==> src/rtl/core/wfps_pkg.sv <==
// wfps_pkg: shared types and constants for the wall-follow PD steering block.
// Holds payload structs, register indexes, codes and multiply/divide unit widths.
// No dependencies.
package wfps_pkg;

   localparam int MD_MW = 34;
   localparam int MD_XW = 49;
   localparam int MD_DW = 31;
   localparam int MD_NW = 65;
   localparam int MD_PW = 83;
   localparam int MD_RW = 52;
   localparam int FIX_W = 54;

   localparam int CLAMP_RANGE_DEF = 6;

   localparam logic signed [MD_RW-1:0] TERM_LIM = MD_RW'(64'd1 << 50);

   localparam logic [23:0] KP_LED_RST = 24'd524;
   localparam logic [23:0] KD_LED_RST = 24'd131072;
   localparam logic [23:0] KP_ENC_RST = 24'd1966;
   localparam logic [23:0] KD_ENC_RST = 24'd655360;

   localparam logic [2:0] REG_KP_LED    = 3'd0;
   localparam logic [2:0] REG_KD_LED    = 3'd1;
   localparam logic [2:0] REG_KP_ENC    = 3'd2;
   localparam logic [2:0] REG_KD_ENC    = 3'd3;
   localparam logic [2:0] REG_LEFT_THR  = 3'd4;
   localparam logic [2:0] REG_RIGHT_THR = 3'd5;
   localparam logic [2:0] REG_BASE      = 3'd6;
   localparam logic [2:0] REG_ENC_OFS   = 3'd7;

   localparam logic [1:0] MODE_WALL = 2'd0;
   localparam logic [1:0] MODE_HYB  = 2'd2;

   localparam logic [1:0] SRC_LEFT  = 2'd0;
   localparam logic [1:0] SRC_RIGHT = 2'd1;
   localparam logic [1:0] SRC_ENC   = 2'd2;

   typedef struct packed {
      logic [1:0]         steer_mode;
      logic [15:0]        left_front;
      logic [15:0]        right_front;
      logic [15:0]        left_diag;
      logic [15:0]        right_diag;
      logic signed [31:0] left_count;
      logic signed [31:0] right_count;
      logic [23:0]        elapsed_us;
   } req_type;

   typedef struct packed {
      logic [12:0] left_speed;
      logic [12:0] right_speed;
      logic [1:0]  steer_source;
   } rsp_type;

   typedef struct packed {
      logic                     start;
      logic [MD_MW-1:0]         m;
      logic signed [MD_XW-1:0]  x;
      logic [MD_DW-1:0]         d;
   } md_req_type;

   typedef struct packed {
      logic                     done;
      logic signed [MD_RW-1:0]  res;
   } md_rsp_type;

endpackage

==> src/rtl/core/wfps_muldiv.sv <==
// wfps_muldiv: bit-serial floor(m*x/d) with saturation to +/-2^50.
// Divides x by d, multiplies quotient and remainder by m, divides again.
// Depends on wfps_pkg.
module wfps_muldiv (
   input  logic                 clock,
   input  logic                 reset,
   input  wfps_pkg::md_req_type md_req,
   output wfps_pkg::md_rsp_type md_rsp
);

   localparam int MW = wfps_pkg::MD_MW;
   localparam int XW = wfps_pkg::MD_XW;
   localparam int DW = wfps_pkg::MD_DW;
   localparam int NW = wfps_pkg::MD_NW;
   localparam int PW = wfps_pkg::MD_PW;
   localparam int RW = wfps_pkg::MD_RW;
   localparam int CW = $clog2(NW);

   typedef enum logic [5:0] {
      MD_IDLE = 6'b000001,
      MD_DIV1 = 6'b000010,
      MD_FIX  = 6'b000100,
      MD_MUL  = 6'b001000,
      MD_DIV2 = 6'b010000,
      MD_OUT  = 6'b100000
   } md_state_type;

   md_state_type state_ff, state_in;
   logic [CW-1:0] cnt_ff, cnt_in;
   logic [NW-1:0] num_ff, num_in;
   logic [DW-1:0] rem_ff, rem_in;
   logic [DW-1:0] d_ff, d_in;
   logic [MW-1:0] m_ff, m_in;
   logic          xneg_ff, xneg_in;
   logic          qneg_ff, qneg_in;
   logic [PW-1:0] qsh_ff, qsh_in;
   logic [NW-1:0] rsh_ff, rsh_in;
   logic [PW-1:0] accp_ff, accp_in;
   logic [NW-1:0] accr_ff, accr_in;

   logic [DW:0]   rem_sh;
   logic          step_ge;
   logic [DW:0]   rem_sub;
   logic [XW-1:0] xraw;
   logic [XW-1:0] xmag;
   logic          rnz;
   logic [XW-1:0] qmag;
   logic [DW-1:0] rfix;
   logic [PW-1:0] accp_add;
   logic [NW-1:0] accr_add;
   logic          sat;
   logic signed [RW-1:0] pmag;
   logic signed [RW-1:0] fq;
   logic signed [RW-1:0] sum;
   logic signed [RW-1:0] res;

   always_comb begin
      rem_sh   = {rem_ff, num_ff[NW-1]};
      step_ge  = rem_sh >= {1'b0, d_ff};
      rem_sub  = step_ge ? rem_sh - {1'b0, d_ff} : rem_sh;
      xraw     = md_req.x;
      xmag     = xraw[XW-1] ? ~xraw + XW'(1) : xraw;
      rnz      = rem_ff != '0;
      qmag     = num_ff[XW-1:0] + XW'(xneg_ff && rnz);
      rfix     = (xneg_ff && rnz) ? d_ff - rem_ff : rem_ff;
      accp_add = accp_ff + (m_ff[0] ? qsh_ff : '0);
      accr_add = accr_ff + (m_ff[0] ? rsh_ff : '0);
      sat      = accp_ff > PW'(wfps_pkg::TERM_LIM);
      pmag     = $signed(accp_ff[RW-1:0]);
      fq       = $signed(RW'(num_ff[MW-1:0]));
      sum      = qneg_ff ? fq - pmag : pmag + fq;
      if (sat) begin
         res = qneg_ff ? -wfps_pkg::TERM_LIM : wfps_pkg::TERM_LIM;
      end else if (sum > wfps_pkg::TERM_LIM) begin
         res = wfps_pkg::TERM_LIM;
      end else if (sum < -wfps_pkg::TERM_LIM) begin
         res = -wfps_pkg::TERM_LIM;
      end else begin
         res = sum;
      end
   end

   assign md_rsp.done = state_ff == MD_OUT;
   assign md_rsp.res  = res;

   always_comb begin
      state_in = state_ff;
      cnt_in   = cnt_ff;
      num_in   = num_ff;
      rem_in   = rem_ff;
      d_in     = d_ff;
      m_in     = m_ff;
      xneg_in  = xneg_ff;
      qneg_in  = qneg_ff;
      qsh_in   = qsh_ff;
      rsh_in   = rsh_ff;
      accp_in  = accp_ff;
      accr_in  = accr_ff;
      case (state_ff)
         MD_IDLE: begin
            if (md_req.start) begin
               d_in     = md_req.d;
               m_in     = md_req.m;
               xneg_in  = xraw[XW-1];
               num_in   = NW'(xmag);
               rem_in   = '0;
               cnt_in   = '0;
               state_in = MD_DIV1;
            end
         end
         MD_DIV1: begin
            num_in = {num_ff[NW-2:0], step_ge};
            rem_in = rem_sub[DW-1:0];
            cnt_in = cnt_ff + CW'(1);
            if (cnt_ff == CW'(NW-1)) begin
               cnt_in   = '0;
               state_in = MD_FIX;
            end
         end
         MD_FIX: begin
            qneg_in  = xneg_ff && (qmag != '0);
            qsh_in   = PW'(qmag);
            rsh_in   = NW'(rfix);
            accp_in  = '0;
            accr_in  = '0;
            cnt_in   = '0;
            state_in = MD_MUL;
         end
         MD_MUL: begin
            accp_in = accp_add;
            accr_in = accr_add;
            qsh_in  = qsh_ff << 1;
            rsh_in  = rsh_ff << 1;
            m_in    = m_ff >> 1;
            cnt_in  = cnt_ff + CW'(1);
            if (cnt_ff == CW'(MW-1)) begin
               num_in   = accr_add;
               rem_in   = '0;
               cnt_in   = '0;
               state_in = MD_DIV2;
            end
         end
         MD_DIV2: begin
            num_in = {num_ff[NW-2:0], step_ge};
            rem_in = rem_sub[DW-1:0];
            cnt_in = cnt_ff + CW'(1);
            if (cnt_ff == CW'(NW-1)) begin
               cnt_in   = '0;
               state_in = MD_OUT;
            end
         end
         MD_OUT: begin
            state_in = MD_IDLE;
         end
         default: begin
            state_in = MD_IDLE;
         end
      endcase
   end

   always_ff @(posedge clock) begin
      if (reset) begin
         state_ff <= MD_IDLE;
         cnt_ff   <= '0;
      end else begin
         state_ff <= state_in;
         cnt_ff   <= cnt_in;
      end
   end

   always_ff @(posedge clock) begin
      num_ff  <= num_in;
      rem_ff  <= rem_in;
      d_ff    <= d_in;
      m_ff    <= m_in;
      xneg_ff <= xneg_in;
      qneg_ff <= qneg_in;
      qsh_ff  <= qsh_in;
      rsh_ff  <= rsh_in;
      accp_ff <= accp_in;
      accr_ff <= accr_in;
   end

endmodule

==> config.mk <==
export PLATFORM = sky130hd
export DESIGN_NAME = wfps_muldiv
export DESIGN_NICKNAME = d
export VERILOG_FILES = /design/src/rtl/core/wfps_pkg.sv /design/src/rtl/core/wfps_muldiv.sv
export SDC_FILE = /design/constraint.sdc
export NUM_CORES = 2
export LEC_CHECK = 0
export BUFFER_PORTS_ARGS = -buffer_cell sky130_fd_sc_hd__buf_2
export CORE_MARGIN = 8
export CORE_UTILIZATION = 53
export CTS_BUF_LIST = sky130_fd_sc_hd__clkbuf_4 sky130_fd_sc_hd__clkbuf_8
export DETAILED_ROUTE_END_ITERATION = 10
export PLACE_DENSITY = 0.73
export SYNTH_ARGS = -nofsm -noshare
export SYNTH_HDL_FRONTEND = slang
export SYNTH_SLANG_ARGS = --single-unit
==> constraint.sdc <==
create_clock -name clock -period 8.7 [get_ports clock]
set_input_delay 0.435 -clock clock [delete_from_list [all_inputs] [get_ports clock]]
set_output_delay 0.435 -clock clock [all_outputs]
set_load 0.01 [all_outputs]
==> results.json <==
{
  "drv.max_cap_violation_count": 0,
  "finalClockSkew_ns": 0.0591,
  "p_per_area_mw_per_mm2": 168,
  "detail_route.wirelength_mm": 99.1,
  "synth_seq_area_share_pct": 37.5,
  "tritoncts.num_buffers": 84,
  "timing.max_slew.rel_slack_pct": 27.3,
  "ctsLongestPathBuffers": 3,
  "grt_most_used_layer": "met2",
  "clock-root-buffer": "sky130_fd_sc_hd__clkbuf_8",
  "wl_per_cell_um": 18.4,
  "required_ns": 8.27,
  "post_dp_cell_area_mm2": 0.0390,
  "die_ar_mm2": 0.0794,
  "path_class": "flop to output port",
  "cp-startpoint": "accp_ff[13]$_SDFFCE_PN0P_",
  "clkTransAtPathRegs_ns": 0.06,
  "cts_setup_buffers": 0,
  "hold_path_depth": 3,
  "detail_route.drc_violations": 0,
  "globalRoute.totalOverflow": 0,
  "io-pin-count": 170,
  "timing.critical_path.fanout_max": 27,
  "floorplan.core_area_mm2": 0.0700,
  "antenna_violations_before_repair": 21,
  "grt_setup_unrepaired": "false",
  "final.period_utilization_pct": 88.6,
  "die_height_um": 282,
  "start_util_pct": 53.5,
  "setup_viol": 0,
  "track_usage_pct": 24.2,
  "cts.repair.resized": 0,
  "hp_class": "input pin to flop",
  "final_cell_area_mm2": 0.0414,
  "tritoncts": "built",
  "area_contributors_post_synth": "sky130_fd_sc_hd__edfxtp_1, sky130_fd_sc_hd__ha_1, sky130_fd_sc_hd__xnor2_1",
  "synth_cell_types": 93,
  "gp_congestion": 0.960,
  "p_leak_uw": 0.0163,
  "clock-sinks": 472,
  "timing.final.crit_period_ns": 7.71,
  "area_growth_syn_to_layout_pct": 10.4,
  "cts.htree.levels": 3,
  "met1_usage_pct": 33.0,
  "endpoint_kind_of_the_worst_setup_timing_path": "output port",
  "placementRows": 97,
  "drt_iter0_markers": 2431,
  "postSynthCellCount": 4192,
  "dp.final_hpwl_mm": 73.0,
  "run_status": "complete, no violations",
  "mostFrequentLayoutCells": "sky130_fd_sc_hd__edfxtp_1, sky130_fd_sc_hd__nor2_1, sky130_fd_sc_hd__nand2_1",
  "synth_edf_count": 459,
  "synth_ff_type": "sky130_fd_sc_hd__edfxtp_1",
  "clock_insertion_delay_worst_skew_ns": 0.70,
  "hold_buf_cts": 65,
  "ff2ff_path_depth": 16,
  "netlist.top_cell.by_area": "sky130_fd_sc_hd__edfxtp_1",
  "die_span_x_um": 282,
  "final_common_cell": "sky130_fd_sc_hd__edfxtp_1",
  "asyncSetResetFlopFracSynth_pct": 0,
  "global_route.usage.met2_pct": 38.4,
  "syn-num-nets": 4562,
  "met3_usage_pct": 4.66,
  "timing.reg2reg.setup_slack_ns": 2.65,
  "via_count_of_the_first_global_routing_pass": 29800,
  "first_pass_iters": 6,
  "nFillCells": 6204,
  "worst_slew_pin_slew_ns": 1.09,
  "syn_avg_cell_area_um2": 8.93,
  "synth_register_bits": 472,
  "arrival_time_reported_for_the_critical_path_endpoint_ns": 7.28,
  "max_freq_mhz": 130,
  "irDropWorstVdd_uv": 138,
  "final_antenna_net_count": 0,
  "post_drt_via_cell_ratio": 5.91,
  "grt_max_degree": 102,
  "vias": 31800,
  "post_synth_instance_area_mm2": 0.0375,
  "synth_top_area_share_pct": 36.8,
  "crit-reg2reg-launch": "m_ff[0]$_DFFE_PP_",
  "setup-tns-final_ns": 0,
  "final_max_slew_viol_count": 0,
  "grt_first_pass_wirelength_mm": 158,
  "nNetsFinal": 4724,
  "setup.worst_path.start_class": "flop",
  "placement.io_buffers": 169,
  "drive_gt1_share_pct": 9.43,
  "timing.final.hold_violations": 0,
  "synth_warnings": 0,
  "timing.hold.worst.start": "md_req[80]"
}
## final cells by class
type / instances / area (µm²) / share of cell area (%)
multi-input cells: 3376 / 22100 / 53.5
flip-flops and latches: 472 / 14000 / 34.0
repair buffers: 264 / 1720 / 4.16
clock buffers: 109 / 1350 / 3.26
well taps: 940 / 1180 / 2.84
inverters: 156 / 586 / 1.42
clock inverters: 43 / 330 / 0.799
diodes: 11 / 27.5 / 0.0665
## worst paths after layout
path	end
max	md_rsp[0]
min reg2reg	rsh_ff[44]$_SDFFCE_PN0P_
min	m_ff[0]$_DFFE_PP_
max reg2reg	accp_ff[81]$_SDFFCE_PN0P_
## synth_stat cells (15+ instances only)
library cell and count:
sky130_fd_sc_hd__edfxtp_1 459, sky130_fd_sc_hd__nor2_1 408, sky130_fd_sc_hd__nand2_1 387, sky130_fd_sc_hd__a21oi_1 371, sky130_fd_sc_hd__and2_1 258, sky130_fd_sc_hd__ha_1 248
sky130_fd_sc_hd__xnor2_1 230, sky130_fd_sc_hd__o21ai_0 215, sky130_fd_sc_hd__clkbuf_1 168, sky130_fd_sc_hd__inv_1 156, sky130_fd_sc_hd__a21o_1 147, sky130_fd_sc_hd__xor2_1 127
sky130_fd_sc_hd__nand3_1 88, sky130_fd_sc_hd__nor3_1 74, sky130_fd_sc_hd__and3_1 58, sky130_fd_sc_hd__nand4_1 56, sky130_fd_sc_hd__nor2b_1 52, sky130_fd_sc_hd__a31oi_1 49
sky130_fd_sc_hd__o21bai_1 42, sky130_fd_sc_hd__nand2b_1 41, sky130_fd_sc_hd__nor4_1 41, sky130_fd_sc_hd__o31ai_1 34, sky130_fd_sc_hd__a211oi_1 33, sky130_fd_sc_hd__a221o_1 32
sky130_fd_sc_hd__o21a_1 29, sky130_fd_sc_hd__a221oi_1 26, sky130_fd_sc_hd__or3_1 24, sky130_fd_sc_hd__a21oi_2 20, sky130_fd_sc_hd__o41ai_1 19, sky130_fd_sc_hd__a211o_1 18
sky130_fd_sc_hd__mux2i_1 17, sky130_fd_sc_hd__or2_2 17, sky130_fd_sc_hd__o211ai_1 15, sky130_fd_sc_hd__or4_1 15
## worst max-delay path, cell delays in order (launching register included)
cell and delay, ns:
sky130_fd_sc_hd__edfxtp_1 0.48, sky130_fd_sc_hd__nor4_4 0.44, sky130_fd_sc_hd__nand4_2 0.44, sky130_fd_sc_hd__nor3_1 0.59, sky130_fd_sc_hd__a21oi_1 0.16, sky130_fd_sc_hd__xnor2_1 0.16, sky130_fd_sc_hd__ha_1 0.41, sky130_fd_sc_hd__a21o_1 0.22
sky130_fd_sc_hd__a21o_1 0.17, sky130_fd_sc_hd__a211oi_1 0.33, sky130_fd_sc_hd__nor3b_1 0.09, sky130_fd_sc_hd__a211oi_1 0.71, sky130_fd_sc_hd__a21oi_1 0.42, sky130_fd_sc_hd__a211oi_1 0.32, sky130_fd_sc_hd__o221a_2 0.22, sky130_fd_sc_hd__nand4_1 0.57
sky130_fd_sc_hd__buf_4 0.51, sky130_fd_sc_hd__a21oi_1 0.19, sky130_fd_sc_hd__buf_2 0.16
## cells by family (layout without fill, tap and decap cells)
kind of cell | Yosys count | in the layout | synth area share, %
adder cells (fa/ha/maj) | 253 | 253 | 8.55
multiplexers | 19 | 19 | 0.514
AND/OR/NAND/NOR | 1581 | 1581 | 21.2
flip-flops | 472 | 472 | 37.5
other | 0 | 11 | 0
XOR/XNOR | 359 | 359 | 8.44
buffers and inverters | 344 | 572 | 3.55
AO/OA/AOI/OAI | 1164 | 1164 | 20.3
## report_power, final
part | switching, µW | internal (µW) | leakage [µW]
Combinational | 1140 | 824 | 0.0113
Clock | 984 | 1140 | 0.000876
Sequential | 188 | 2670 | 0.00413
Total | 2320 | 4630 | 0.0163
## registers in the layout (all words and copies together) (netlist names), 7 cells and up
name / count
accr_ff: 65
cnt_ff: 7
rem_ff: 31
accp_ff: 83
rsh_ff: 65
m_ff: 34
d_ff: 31
qsh_ff: 83
num_ff: 65
## through the flow
step / hold slack, ns / total power [µW] / setup slack [ns] / instances / util [%]
4_1_cts: 0.0305 / 6960 / 0.995 / 5360 / 59.0
2_1_floorplan: 0.464 / 4330 / 0.262 / 4192 / -
6_report: 0.0992 / 6950 / 0.989 / 5371 / 59.1
3_3_place_gp: 0.488 / 4780 / 2.00 / 5143 / 55.7
3_5_place_dp: 0.496 / 4800 / 1.73 / 5143 / 55.7
5_1_grt: 0.0719 / 7320 / 0.400 / 5366 / 59.0
## metal layers
metal,part of all wire [%],up-vias
li1,-,15700
met1,45,14900
met2,44,1022
met3,7.9,163
met4,2.7,16
met5,0.11,-
Note: power is estimated with default switching activity, not from simulation.
